$ cat src/sv/tss_pkg.sv
// Shared types, widths and codes for the timed step sequencer.
// Depends on nothing; every other file imports it.
package tss_pkg;

  localparam int MAX_STEPS   = 16;
  localparam int STEP_IDX_W  = $clog2(MAX_STEPS);
  localparam int STEP_CNT_W  = $clog2(MAX_STEPS + 1);
  localparam int MODE_W      = 3;
  localparam int ADDR_W      = 4;
  localparam int KIND_W      = 2;
  localparam int SERVO_W     = 8;
  localparam int PRESET_W    = 4;
  localparam int DELAY_W     = 32;
  localparam int ACTION_W    = 4;
  localparam int COUNT_W     = 5;
  localparam int STEP_NOW_W  = 5;

  localparam logic [MODE_W-1:0] MODE_TICK    = 3'd0;
  localparam logic [MODE_W-1:0] MODE_START   = 3'd1;
  localparam logic [MODE_W-1:0] MODE_CONFIRM = 3'd2;
  localparam logic [MODE_W-1:0] MODE_ABORT   = 3'd3;
  localparam logic [MODE_W-1:0] MODE_LOAD    = 3'd4;

  localparam logic [KIND_W-1:0] KIND_SERVO  = 2'd0;
  localparam logic [KIND_W-1:0] KIND_DELAY  = 2'd1;
  localparam logic [KIND_W-1:0] KIND_ACTION = 2'd2;
  localparam logic [KIND_W-1:0] KIND_WAIT   = 2'd3;

  localparam logic [ACTION_W-1:0] ACT_NONE   = 4'd0;
  localparam logic [ACTION_W-1:0] ACT_IGNITE = 4'd1;

  localparam logic [DELAY_W-1:0] ELAPSED_MAX = '1;

  typedef struct packed {
    logic [KIND_W-1:0]   kind;
    logic [SERVO_W-1:0]  servo;
    logic [PRESET_W-1:0] preset;
    logic [DELAY_W-1:0]  delay;
    logic [ACTION_W-1:0] action;
  } step_t;

  typedef struct packed {
    logic [MODE_W-1:0]   mode;
    logic [ADDR_W-1:0]   step_addr;
    logic [COUNT_W-1:0]  step_count;
    step_t               entry;
  } item_t;

  typedef struct packed {
    logic                  en;
    logic [STEP_IDX_W-1:0] addr;
    step_t                 data;
  } tbl_wr_t;

  typedef struct packed {
    logic                  servo_cmd;
    logic [SERVO_W-1:0]    out_servo;
    logic [PRESET_W-1:0]   out_preset;
    logic                  fire_line;
    logic                  action_strobe;
    logic [ACTION_W-1:0]   out_action;
    logic                  busy_res;
    logic                  awaiting_confirm;
    logic                  sequence_done;
    logic [STEP_NOW_W-1:0] step_now;
  } result_t;

endpackage

$ cat src/sv/tss_ifs.sv
// Valid/ready channel interfaces for sequencer events and results.
// Depends on tss_pkg for field widths.
interface tss_in_if import tss_pkg::*; ();
  logic                valid;
  logic                ready;
  logic [MODE_W-1:0]   mode;
  logic [ADDR_W-1:0]   step_addr;
  logic [KIND_W-1:0]   step_kind;
  logic [SERVO_W-1:0]  servo_select;
  logic [PRESET_W-1:0] preset_index;
  logic [DELAY_W-1:0]  hold_ms;
  logic [ACTION_W-1:0] action_code;
  logic [COUNT_W-1:0]  step_count;

  modport source (output valid, mode, step_addr, step_kind, servo_select, preset_index,
                  hold_ms, action_code, step_count, input ready);
  modport sink (input valid, mode, step_addr, step_kind, servo_select, preset_index,
                hold_ms, action_code, step_count, output ready);
endinterface

interface tss_out_if import tss_pkg::*; ();
  logic                  valid;
  logic                  ready;
  logic                  servo_cmd;
  logic [SERVO_W-1:0]    out_servo;
  logic [PRESET_W-1:0]   out_preset;
  logic                  fire_line;
  logic                  action_strobe;
  logic [ACTION_W-1:0]   out_action;
  logic                  busy_res;
  logic                  awaiting_confirm;
  logic                  sequence_done;
  logic [STEP_NOW_W-1:0] step_now;

  modport source (output valid, servo_cmd, out_servo, out_preset, fire_line, action_strobe,
                  out_action, busy_res, awaiting_confirm, sequence_done, step_now,
                  input ready);
  modport sink (input valid, servo_cmd, out_servo, out_preset, fire_line, action_strobe,
                out_action, busy_res, awaiting_confirm, sequence_done, step_now,
                output ready);
endinterface

$ cat src/sv/tss_step_mem.sv
// Step table: single-port-write, single-read synchronous memory with a registered read.
// Depends on tss_pkg; bypasses a same-cycle write to the read port.
module tss_step_mem import tss_pkg::*; (
  input  logic                  clk_i,
  input  tbl_wr_t               wr_i,
  input  logic [STEP_IDX_W-1:0] rd_addr_i,
  output step_t                 rd_data_o
);

  step_t mem [MAX_STEPS];
  step_t rd_data_q;

  always_ff @(posedge clk_i) begin
    if (wr_i.en) begin
      mem[wr_i.addr] <= wr_i.data;
    end
  end

  // Forward write data when the read hits the entry being written.
  always_ff @(posedge clk_i) begin
    if (wr_i.en && (wr_i.addr == rd_addr_i)) begin
      rd_data_q <= wr_i.data;
    end else begin
      rd_data_q <= mem[rd_addr_i];
    end
  end

  assign rd_data_o = rd_data_q;

endmodule

$ cat src/sv/tss_ctrl.sv
// Sequencer control: step index, hold timer, park and fire state; decides one beat.
// Depends on tss_pkg; reads the table entry prefetched for the current step.
module tss_ctrl import tss_pkg::*; (
  input  logic                  clk_i,
  input  logic                  rst_ni,
  input  logic                  accept_i,
  input  item_t                 item_i,
  input  step_t                 entry_i,
  output tbl_wr_t               wr_o,
  output logic [STEP_IDX_W-1:0] rd_addr_o,
  output result_t               res_o
);

  logic [STEP_CNT_W-1:0] cur_q, cur_d;
  logic [STEP_CNT_W-1:0] total_q, total_d;
  logic                  active_q, active_d;
  logic                  hold_q, hold_d;
  logic                  park_q, park_d;
  logic [DELAY_W-1:0]    elapsed_q, elapsed_d;
  logic                  fire_q, fire_d;

  logic [STEP_CNT_W-1:0] cur_inc;
  logic [STEP_CNT_W-1:0] cnt_sat;
  logic                  tick_ok;
  logic                  park_now;
  logic                  is_ignite;
  logic                  done;

  assign cur_inc   = cur_q + STEP_CNT_W'(1);
  assign cnt_sat   = (32'(item_i.step_count) > MAX_STEPS) ? STEP_CNT_W'(MAX_STEPS)
                                                           : STEP_CNT_W'(item_i.step_count);
  assign tick_ok   = active_q && !park_q && (cur_q < total_q) &&
                     (32'(cur_q) < MAX_STEPS);
  assign is_ignite = (entry_i.kind == KIND_ACTION) && (entry_i.action == ACT_IGNITE);

  always_comb begin
    cur_d     = cur_q;
    total_d   = total_q;
    active_d  = active_q;
    hold_d    = hold_q;
    park_d    = park_q;
    elapsed_d = elapsed_q;
    fire_d    = fire_q;
    done      = 1'b0;
    park_now  = 1'b0;
    res_o     = '0;
    wr_o.en   = 1'b0;
    wr_o.addr = STEP_IDX_W'(item_i.step_addr);
    wr_o.data = item_i.entry;

    if (accept_i) begin
      case (item_i.mode)
        MODE_LOAD: begin
          if (!active_q && (32'(item_i.step_addr) < MAX_STEPS)) begin
            wr_o.en = 1'b1;
          end
        end
        MODE_START: begin
          if (!active_q) begin
            cur_d     = '0;
            hold_d    = 1'b0;
            park_d    = 1'b0;
            elapsed_d = '0;
            total_d   = cnt_sat;
            if (cnt_sat == '0) begin
              done = 1'b1;
            end else begin
              active_d = 1'b1;
            end
          end
        end
        MODE_CONFIRM: begin
          if (active_q && park_q) begin
            park_d = 1'b0;
            hold_d = 1'b0;
            cur_d  = cur_inc;
            if (cur_inc >= total_q) begin
              active_d  = 1'b0;
              cur_d     = '0;
              elapsed_d = '0;
              done      = 1'b1;
            end
          end
        end
        MODE_ABORT: begin
          fire_d    = 1'b0;
          active_d  = 1'b0;
          cur_d     = '0;
          hold_d    = 1'b0;
          park_d    = 1'b0;
          elapsed_d = '0;
        end
        MODE_TICK: begin
          if (tick_ok) begin
            if (!hold_q) begin
              elapsed_d = '0;
              case (entry_i.kind)
                KIND_SERVO: begin
                  res_o.servo_cmd  = 1'b1;
                  res_o.out_servo  = entry_i.servo;
                  res_o.out_preset = entry_i.preset;
                  hold_d           = 1'b1;
                end
                KIND_DELAY: begin
                  hold_d = 1'b1;
                end
                KIND_ACTION: begin
                  if (entry_i.action == ACT_IGNITE) begin
                    fire_d = 1'b1;
                  end else if (entry_i.action != ACT_NONE) begin
                    res_o.action_strobe = 1'b1;
                    res_o.out_action    = entry_i.action;
                  end
                  hold_d = 1'b1;
                end
                default: begin
                  park_d   = 1'b1;
                  park_now = 1'b1;
                end
              endcase
            end else if (elapsed_q != ELAPSED_MAX) begin
              elapsed_d = elapsed_q + DELAY_W'(1);
            end
            // Step delay over: drop an ignite and move to the next step.
            if (!park_now && hold_d && (elapsed_d >= entry_i.delay)) begin
              if (is_ignite) begin
                fire_d = 1'b0;
              end
              hold_d = 1'b0;
              cur_d  = cur_inc;
              if (cur_inc >= total_q) begin
                active_d  = 1'b0;
                cur_d     = '0;
                park_d    = 1'b0;
                elapsed_d = '0;
                done      = 1'b1;
              end
            end
          end
        end
        default: begin
        end
      endcase
    end

    res_o.fire_line        = fire_d;
    res_o.busy_res         = active_d;
    res_o.awaiting_confirm = park_d;
    res_o.sequence_done    = done;
    res_o.step_now         = STEP_NOW_W'(cur_d);
  end

  // Prefetch the entry for whichever step is current next cycle.
  assign rd_addr_o = STEP_IDX_W'(cur_d);

  always_ff @(posedge clk_i or negedge rst_ni) begin
    if (!rst_ni) begin
      cur_q     <= '0;
      total_q   <= '0;
      active_q  <= 1'b0;
      hold_q    <= 1'b0;
      park_q    <= 1'b0;
      elapsed_q <= '0;
      fire_q    <= 1'b0;
    end else begin
      cur_q     <= cur_d;
      total_q   <= total_d;
      active_q  <= active_d;
      hold_q    <= hold_d;
      park_q    <= park_d;
      elapsed_q <= elapsed_d;
      fire_q    <= fire_d;
    end
  end

`ifndef ASSERT_OFF
  a_cur_in_range: assert property (@(posedge clk_i) disable iff (!rst_ni)
    active_q |-> (cur_q < total_q))
    else $error("step index ran past step count while busy");

  a_park_busy: assert property (@(posedge clk_i) disable iff (!rst_ni)
    park_q |-> (active_q && !hold_q))
    else $error("parked without a running sequence or while holding");

  a_fire_busy: assert property (@(posedge clk_i) disable iff (!rst_ni)
    fire_q |-> (active_q && hold_q))
    else $error("fire line high outside a held ignite step");

  a_no_load_busy: assert property (@(posedge clk_i) disable iff (!rst_ni)
    wr_o.en |-> !active_q)
    else $error("table written while a sequence runs");
`endif

endmodule

$ cat src/sv/timed_step_sequencer_unit.sv
// Top level of the timed step sequencer: channel handshakes and the result register.
// Depends on tss_pkg, tss_ifs, tss_step_mem and tss_ctrl.
//
// The block takes one event beat per clock (tick, start, confirm, abort or load) and
// returns exactly one result beat for each through a result register; the input
// stays ready while that register is empty or is being drained in the same cycle,
// so a downstream stall is the only thing that slows it. Each beat is decided
// combinationally: the step table sits in a 16-entry synchronous memory whose read port
// always fetches the entry of the step that will be current next cycle, so the entry is
// waiting when a tick arrives, and a load to that same entry is forwarded past the
// memory. The table has no reset and no clearing pass: run only steps that were loaded.
module timed_step_sequencer_unit import tss_pkg::*; (
  input  logic      clk_i,
  input  logic      rst_ni,
  tss_in_if.sink    in_i,
  tss_out_if.source out_o
);

  item_t                 item;
  step_t                 entry;
  tbl_wr_t               tbl_wr;
  logic [STEP_IDX_W-1:0] rd_addr;
  result_t               res;
  result_t               res_q;
  logic                  out_valid_q, out_valid_d;
  logic                  accept;

  // Take a new beat whenever the result register is free or drains this cycle.
  assign in_i.ready = !out_valid_q || out_o.ready;
  assign accept     = in_i.valid && in_i.ready;

  assign item.mode         = in_i.mode;
  assign item.step_addr    = in_i.step_addr;
  assign item.step_count   = in_i.step_count;
  assign item.entry.kind   = in_i.step_kind;
  assign item.entry.servo  = in_i.servo_select;
  assign item.entry.preset = in_i.preset_index;
  assign item.entry.delay  = in_i.hold_ms;
  assign item.entry.action = in_i.action_code;

  tss_step_mem u_mem (
    .clk_i     (clk_i),
    .wr_i      (tbl_wr),
    .rd_addr_i (rd_addr),
    .rd_data_o (entry)
  );

  tss_ctrl u_ctrl (
    .clk_i     (clk_i),
    .rst_ni    (rst_ni),
    .accept_i  (accept),
    .item_i    (item),
    .entry_i   (entry),
    .wr_o      (tbl_wr),
    .rd_addr_o (rd_addr),
    .res_o     (res)
  );

  // Result register: load on accept, hold while the sink stalls.
  assign out_valid_d = accept || (out_valid_q && !out_o.ready);

  always_ff @(posedge clk_i or negedge rst_ni) begin
    if (!rst_ni) begin
      out_valid_q <= 1'b0;
    end else begin
      out_valid_q <= out_valid_d;
    end
  end

  always_ff @(posedge clk_i) begin
    if (accept) begin
      res_q <= res;
    end
  end

  assign out_o.valid            = out_valid_q;
  assign out_o.servo_cmd        = res_q.servo_cmd;
  assign out_o.out_servo        = res_q.out_servo;
  assign out_o.out_preset       = res_q.out_preset;
  assign out_o.fire_line        = res_q.fire_line;
  assign out_o.action_strobe    = res_q.action_strobe;
  assign out_o.out_action       = res_q.out_action;
  assign out_o.busy_res         = res_q.busy_res;
  assign out_o.awaiting_confirm = res_q.awaiting_confirm;
  assign out_o.sequence_done    = res_q.sequence_done;
  assign out_o.step_now         = res_q.step_now;

endmodule

$ cat src/flat_wrapper.sv
// flat-port wrapper written by rule: the top's interface ports become plain ports
module timed_step_sequencer_unit_flat import tss_pkg::*;
  (clk_i, rst_ni, in_i_valid, in_i_mode, in_i_step_addr, in_i_step_kind, in_i_servo_select, in_i_preset_index, in_i_hold_ms, in_i_action_code, in_i_step_count, in_i_ready, out_o_valid, out_o_servo_cmd, out_o_out_servo, out_o_out_preset, out_o_fire_line, out_o_action_strobe, out_o_out_action, out_o_busy_res, out_o_awaiting_confirm, out_o_sequence_done, out_o_step_now, out_o_ready);
  tss_in_if in_i_i ();
  tss_out_if out_o_i ();
  input  logic clk_i;
  input  logic rst_ni;
  input wire logic [$bits(in_i_i.valid)-1:0] in_i_valid;
  input wire logic [$bits(in_i_i.mode)-1:0] in_i_mode;
  input wire logic [$bits(in_i_i.step_addr)-1:0] in_i_step_addr;
  input wire logic [$bits(in_i_i.step_kind)-1:0] in_i_step_kind;
  input wire logic [$bits(in_i_i.servo_select)-1:0] in_i_servo_select;
  input wire logic [$bits(in_i_i.preset_index)-1:0] in_i_preset_index;
  input wire logic [$bits(in_i_i.hold_ms)-1:0] in_i_hold_ms;
  input wire logic [$bits(in_i_i.action_code)-1:0] in_i_action_code;
  input wire logic [$bits(in_i_i.step_count)-1:0] in_i_step_count;
  output wire logic [$bits(in_i_i.ready)-1:0] in_i_ready;
  output wire logic [$bits(out_o_i.valid)-1:0] out_o_valid;
  output wire logic [$bits(out_o_i.servo_cmd)-1:0] out_o_servo_cmd;
  output wire logic [$bits(out_o_i.out_servo)-1:0] out_o_out_servo;
  output wire logic [$bits(out_o_i.out_preset)-1:0] out_o_out_preset;
  output wire logic [$bits(out_o_i.fire_line)-1:0] out_o_fire_line;
  output wire logic [$bits(out_o_i.action_strobe)-1:0] out_o_action_strobe;
  output wire logic [$bits(out_o_i.out_action)-1:0] out_o_out_action;
  output wire logic [$bits(out_o_i.busy_res)-1:0] out_o_busy_res;
  output wire logic [$bits(out_o_i.awaiting_confirm)-1:0] out_o_awaiting_confirm;
  output wire logic [$bits(out_o_i.sequence_done)-1:0] out_o_sequence_done;
  output wire logic [$bits(out_o_i.step_now)-1:0] out_o_step_now;
  input wire logic [$bits(out_o_i.ready)-1:0] out_o_ready;
  assign in_i_i.valid = in_i_valid;
  assign in_i_i.mode = in_i_mode;
  assign in_i_i.step_addr = in_i_step_addr;
  assign in_i_i.step_kind = in_i_step_kind;
  assign in_i_i.servo_select = in_i_servo_select;
  assign in_i_i.preset_index = in_i_preset_index;
  assign in_i_i.hold_ms = in_i_hold_ms;
  assign in_i_i.action_code = in_i_action_code;
  assign in_i_i.step_count = in_i_step_count;
  assign in_i_ready = in_i_i.ready;
  assign out_o_valid = out_o_i.valid;
  assign out_o_servo_cmd = out_o_i.servo_cmd;
  assign out_o_out_servo = out_o_i.out_servo;
  assign out_o_out_preset = out_o_i.out_preset;
  assign out_o_fire_line = out_o_i.fire_line;
  assign out_o_action_strobe = out_o_i.action_strobe;
  assign out_o_out_action = out_o_i.out_action;
  assign out_o_busy_res = out_o_i.busy_res;
  assign out_o_awaiting_confirm = out_o_i.awaiting_confirm;
  assign out_o_sequence_done = out_o_i.sequence_done;
  assign out_o_step_now = out_o_i.step_now;
  assign out_o_i.ready = out_o_ready;
  timed_step_sequencer_unit u_core (.clk_i(clk_i), .rst_ni(rst_ni), .in_i(in_i_i), .out_o(out_o_i));
endmodule
$ cat config.mk
export PLATFORM = sky130hd
export DESIGN_NAME = timed_step_sequencer_unit_flat
export DESIGN_NICKNAME = d
export VERILOG_FILES = /design/src/sv/tss_pkg.sv /design/src/sv/tss_ifs.sv /design/src/sv/tss_step_mem.sv /design/src/sv/tss_ctrl.sv /design/src/sv/timed_step_sequencer_unit.sv /design/src/flat_wrapper.sv
export SDC_FILE = /design/constraint.sdc
export NUM_CORES = 1
export LEC_CHECK = 0
export BUFFER_PORTS_ARGS = -buffer_cell sky130_fd_sc_hd__buf_2
export CELL_PAD_IN_SITES_DETAIL_PLACEMENT = 1
export CELL_PAD_IN_SITES_GLOBAL_PLACEMENT = 2
export CORE_MARGIN = 3
export CORE_UTILIZATION = 49
export DETAILED_ROUTE_END_ITERATION = 6
export PLACE_DENSITY = 0.87
export SYNTH_ARGS = -nofsm -noshare
export SYNTH_HDL_FRONTEND = slang
export SYNTH_HIERARCHICAL = 1
export SYNTH_SLANG_ARGS = --single-unit
$ cat constraint.sdc
create_clock -name clk_i -period 6.8 [get_ports clk_i]
set_clock_uncertainty 0.1 [all_clocks]
set_input_delay 0.34 -clock clk_i [delete_from_list [all_inputs] [get_ports clk_i]]
set_output_delay 0.34 -clock clk_i [all_outputs]
set_load 0.005 [all_outputs]
* After elaboration in Yosys (flattened, before gate mapping)
Memory sizes are Yosys's and may differ from the RTL's. A register that Yosys moved wholly into a read port is not among the register bits. Index checks and enable logic that the tools add are counted.
Word-level totals: register bits 74, RAM bits 800, input port bits 66, output and inout bits 29, logic and storage cells 146, memories kept 1
Memories:
- u_core.u_mem.mem | words 16, width 50, read ports 1, clocked after memory_dff 1, write ports 1, RTL line tss_step_mem.sv:10 | step_t mem [MAX_STEPS];
Operators by class: $add $sub $neg 2, magnitude comparators 5, eq/ne operators 12, mux-type cells 74, bitwise operators 6, reduce and logical (&&, ||, !) cells 28
Operators by type and width (count):
- 32-bit 2-to-1 mux | 11
- 32-bit case mux with 4 select lines | 1
- 1-bit 2-to-1 mux | 47
- 5-bit 2-to-1 mux | 8
- 32-bit by 1-bit adder with 32-bit output (second input constant) | 1
- 32-bit greater-or-equal comparator | 1
- 32-bit inequality test (second input constant) | 1
- 5-bit case mux with 4 select lines | 1
- 13-bit 2-to-1 mux | 1
- 1-bit case mux with 4 select lines | 3
- 1-bit logical AND | 9
- 2-bit inequality test (second input constant) | 4
- 4-bit nonzero test | 2
- 3-bit by 2-bit == test with 1-bit output (second input constant) | 2
- 1-bit NOT | 6
- 6-bit AND reduction | 1
- 3-bit OR reduction | 2
- 6-bit OR reduction | 1
- 5-bit by 1-bit adder with 5-bit output (second input constant) | 1
- 5-bit greater-or-equal comparator | 1
- 5-bit greater-than comparator (second input constant) | 1
- 5-bit logical NOT | 1
- 5-bit < comparator | 1
- 5-bit < comparator (second input constant) | 1
- other kinds (15) | 19

* Logic depth before layout (Yosys ltp)
depth after elaboration 14, mapped depth 17

* Hierarchy
The synthesis kept the hierarchy.
By module, submodules not included:
- tss_step_mem | instances 1, cells each 1248, area each 29990.0 µm², sequential area each 24103.1 µm²
- tss_ctrl | instances 1, cells each 595, area each 4912.2 µm², sequential area each 1151.1 µm²
- timed_step_sequencer_unit | instances 1, cells each 31, area each 864.6 µm², sequential area each 835.8 µm²

* Worst setup path before layout
No wires, ideal clock.
path type reg-to-reg, from reg u_core.out_valid_q, in the netlist u_core/out_o.valid, to mem u_core/u_mem/mem[0][0] in the netlist's numbering (enable), library setup time 519 ps, data arrival time 5021 ps, required time 6181 ps, setup slack 1159 ps, stages on the path, launching flop included 6, buffers on the path 0, clock period less this slack 5641 ps, cell sequence dfrtp_1 -> nand2b_4 -> and2_4 -> and4b_1 -> or3b_2 -> nor3_1
RTL lines:
- start: declaration | RTL line timed_step_sequencer_unit.sv:25 | logic out_valid_q, out_valid_d;
- start signal: assignment | RTL line timed_step_sequencer_unit.sv:66 | out_valid_q <= out_valid_d;
- end: declaration | RTL line tss_step_mem.sv:10

==> results.json <==
{
  "gr-total-overflow": 0,
  "final_util_pct": 56.49,
  "core-area_um2": 71850,
  "port_buffers": 94,
  "drc": 0,
  "maxSlewViolCount": 0,
  "setup_viol": 0,
  "worst-setup-path-type": "reg2reg",
  "rsz0062_at_grt": "false",
  "nNetsFinal": 2128,
  "gp_congestion": 0.8179,
  "drv_cap": 0,
  "wl_met2_um": 46850,
  "drt_first_iter_violations": 1875,
  "grt.total_usage_pct": 24.25,
  "wl_met1_um": 36440,
  "layout-drive-gt1-share_pct": 24.61,
  "clk_pin_slew_ps": 60,
  "area_growth_pct": 13.49,
  "via_per_inst": 6.273,
  "synth_nets": 1984,
  "drt_pass1_iterations": 5,
  "die-area_um2": 76270,
  "async_flop_share_pct": 5.353,
  "rrSetupSlack_ps": 1690,
  "grt_first_pass_wirelength_um": 138200,
  "critPathLaunchType": "flop",
  "clk_latency_ps": 650,
  "layout_min_cycle_time_ps": 5105,
  "clock.fmax_mhz": 195.9,
  "vias": 19070,
  "arrival_ps": 5550,
  "start_util_pct": 49.78,
  "tightestPinTransition_ps": 1196,
  "antenna_found_initial": 4,
  "final_hold_viol_count": 0,
  "place_hpwl_um": 49900,
  "grt_pass1_vias": 20510,
  "peakVddDrop_mv": 0.2728,
  "tritoncts": "done",
  "tns_ps": 0,
  "rows": 98,
  "multi_input_area_um2": 8772,
  "synth.distinct_cells": 76,
  "cp.required_ps": 7240,
  "synthesis.area_um2": 35770,
  "cts_max_path_buffers": 3,
  "fillCellCount": 6374,
  "yosysWarningCount": 6,
  "clock-sinks": 878,
  "synthCells": 1874,
  "wire_per_inst_um": 30.28,
  "synth-main-ff-cell": "edfxtp_1",
  "seq_area_um2": 26100,
  "leakagePower_uw": 0.01314,
  "synth_edf_count": 827,
  "cts_root_buf": "clkbuf_16",
  "yosysSeqAreaShare_pct": 72.94,
  "powerDensity_nw_per_um2": 273.4,
  "drtAntennaViolNets": 0,
  "cts_made_buffers": 89,
  "endpoint_kind": "flop",
  "ys_ff_latch": 878,
  "dieHeight_um": 276.2,
  "worstHoldPathType": "in2reg",
  "dr_wl_met3_um": 6239,
  "grt_max_degree": 57,
  "syn_area_per_cell_um2": 19.09,
  "die_w_um": 276.2,
  "critical_path.max_fanout": 30,
  "top_layer": "met5",
  "ioPinCount": 95,
  "htree_num_levels": 3,
  "relSlewSlack_pct": 20.06,
  "status": "completed",
  "diodes": 0,
  "fin_crit_sh_pct": 75.08,
  "wl_um": 92010
}
routing by layer:
metal  track usage (%)  up-vias
met5                 0        -
met2             41.01      837
met1             33.09    10180
met4             7.312        8
met3             3.394      163
li1                  -     7880
Yosys cell counts (3+ instances only):
cell	instances	share of area, %
o21a_1	3	0.063
nor4_1	6	0.10
nand4_1	19	0.33
buf_4	73	1.5
edfxtp_1	827	69
a22oi_1	101	2.1
and2_1	36	0.63
xor2_1	4	0.098
mux2i_1	3	0.084
a21oi_1	18	0.25
nand3b_1	8	0.17
nor3b_1	3	0.063
nand3_2	3	0.084
o31ai_1	3	0.063
a31oi_1	16	0.28
or3_1	8	0.14
o21ai_0	22	0.31
nand2_1	100	1.0
nand3_1	20	0.28
a22o_1	21	0.51
a21boi_2	3	0.094
nor3_1	8	0.11
buf_1	12	0.13
mux4_2	200	13
xnor2_1	17	0.42
nor2b_1	11	0.19
ha_1	44	1.5
buf_2	23	0.32
and3_1	7	0.12
o22ai_1	9	0.16
inv_1	50	0.52
and4_1	9	0.22
dfxtp_1	4	0.22
o211ai_1	3	0.063
nand2b_1	11	0.19
dfrtp_1	47	3.3
clkbuf_1	38	0.40
a21boi_0	8	0.17
nor2_1	29	0.30
path summary, 6_finish.rpt:
| check | end | cells past startpoint | start |
|---|---|---|---|
| max | u_core/u_ctrl/elapsed_q[15] | 14 | flop |
| min in group asynchronous | u_core/u_ctrl/elapsed_q[26] | 3 | rst_ni |
| max in group asynchronous | u_core/u_ctrl/fire_q | 3 | rst_ni |
| min reg2reg | u_core/u_ctrl/elapsed_q[20] | 1 | u_core/u_ctrl/elapsed_q[20] |
| max reg2reg | u_core/u_ctrl/elapsed_q[15] | 14 | flop |
| min | u_core/u_ctrl/park_q | 4 | in_i_mode[0] |
flip-flops by register name (all words and copies together) (netlist names), 4 cells and up, named ones only:
name	count
u_core/out_o.step_now	5
u_core/out_o.out_preset	4
u_core/out_o.out_servo	8
u_core/u_ctrl/cur_q	5
u_core/u_mem/mem	800
u_core/out_o.out_action	4
u_core/u_ctrl/elapsed_q	32
u_core/u_ctrl/total_q	5
per-stage QoR:
| stage | worst slack [ps] | cells | total power, µW | hold WS [ps] | area [µm²] |
|---|---|---|---|---|---|
| after CTS | 1700 | 3039 | 11190 | 69.09 | 40590 |
| after global routing | 1303 | 3039 | 11460 | 141.9 | 40590 |
| after global placement | 1933 | 2817 | 6393 | 420.9 | 37140 |
| after floorplan | 1159 | 1874 | 6297 | -55.59 | 35770 |
| final | 1695 | 3039 | 11100 | 114.6 | 40590 |
| after detailed placement | 1789 | 2817 | 6417 | 433.3 | 37140 |
cell usage in the layout, fill, tap and decap left out, types with 7 or more instances in the layout:
cell type / instances
edfxtp_1: 827
o21ai_0: 22
and3_1: 7
a21boi_0: 8
dfrtp_1: 47
nand4_1: 19
nor2b_1: 9
dlygate4sd3_1: 60
a31oi_1: 16
a21oi_1: 18
nor2_4: 13
nand3_1: 20
xnor2_1: 17
and4_1: 9
buf_4: 38
clkbuf_1: 15
a22o_1: 21
buf_2: 94
nand3b_1: 8
o22ai_1: 9
bufinv_16: 7
or3_1: 8
ha_1: 44
nor2_1: 16
mux4_2: 200
nand2_1: 100
clkbuf_16: 91
and2_1: 35
clkinv_2: 16
clkinv_1: 19
inv_1: 50
buf_12: 7
nand2b_1: 11
a22oi_1: 101
logic make-up after synthesis:
logic type | Yosys count | share of synthesized area, %
AOI/OAI and AO/OA | 233 | 4.765
xor gates and xnor gates | 21 | 0.5142
adders and majority gates | 44 | 1.539
buffers and inverters | 196 | 2.904
DFF | 878 | 72.94
muxes | 203 | 12.68
and+or+nand+nor | 299 | 4.656
worst max-delay path: stages, from the launching register on:
cell,delay (ps)
dfxtp_4,790
buf_12,310
mux4_2,550
a22oi_1,260
nand2_1,140
inv_1,90
ha_1,250
a21oi_1,230
o21ai_0,140
a221oi_1,520
nand3_1,340
o21ai_1,240
buf_4,240
nand3b_1,400
o22ai_1,330
cell type report:
| type | count | share of cell area (%) |
|---|---|---|
| Clock inverter | 56 | 1.273 |
| Clock buffer | 106 | 5.749 |
| Timing Repair Buffer | 199 | 3.686 |
| Sequential cell | 878 | 64.29 |
| Multi-Input combinational cell | 800 | 21.61 |
| Inverter | 50 | 0.4623 |
| Tap cell | 950 | 2.928 |
where the power goes:
| part | internal [µW] | switching (µW) |
|---|---|---|
| Sequential | 5940 | 28.5 |
| Combinational | 133 | 231 |
| Clock | 2730 | 2040 |
repair_timing:
action                    4_1_cts  5_1_grt
hold buffers                   60        0
gates resized for setup         0        0
hold endpoints to repair      854        0
setup buffers                   0        0
(Power assumes the default switching activity.)
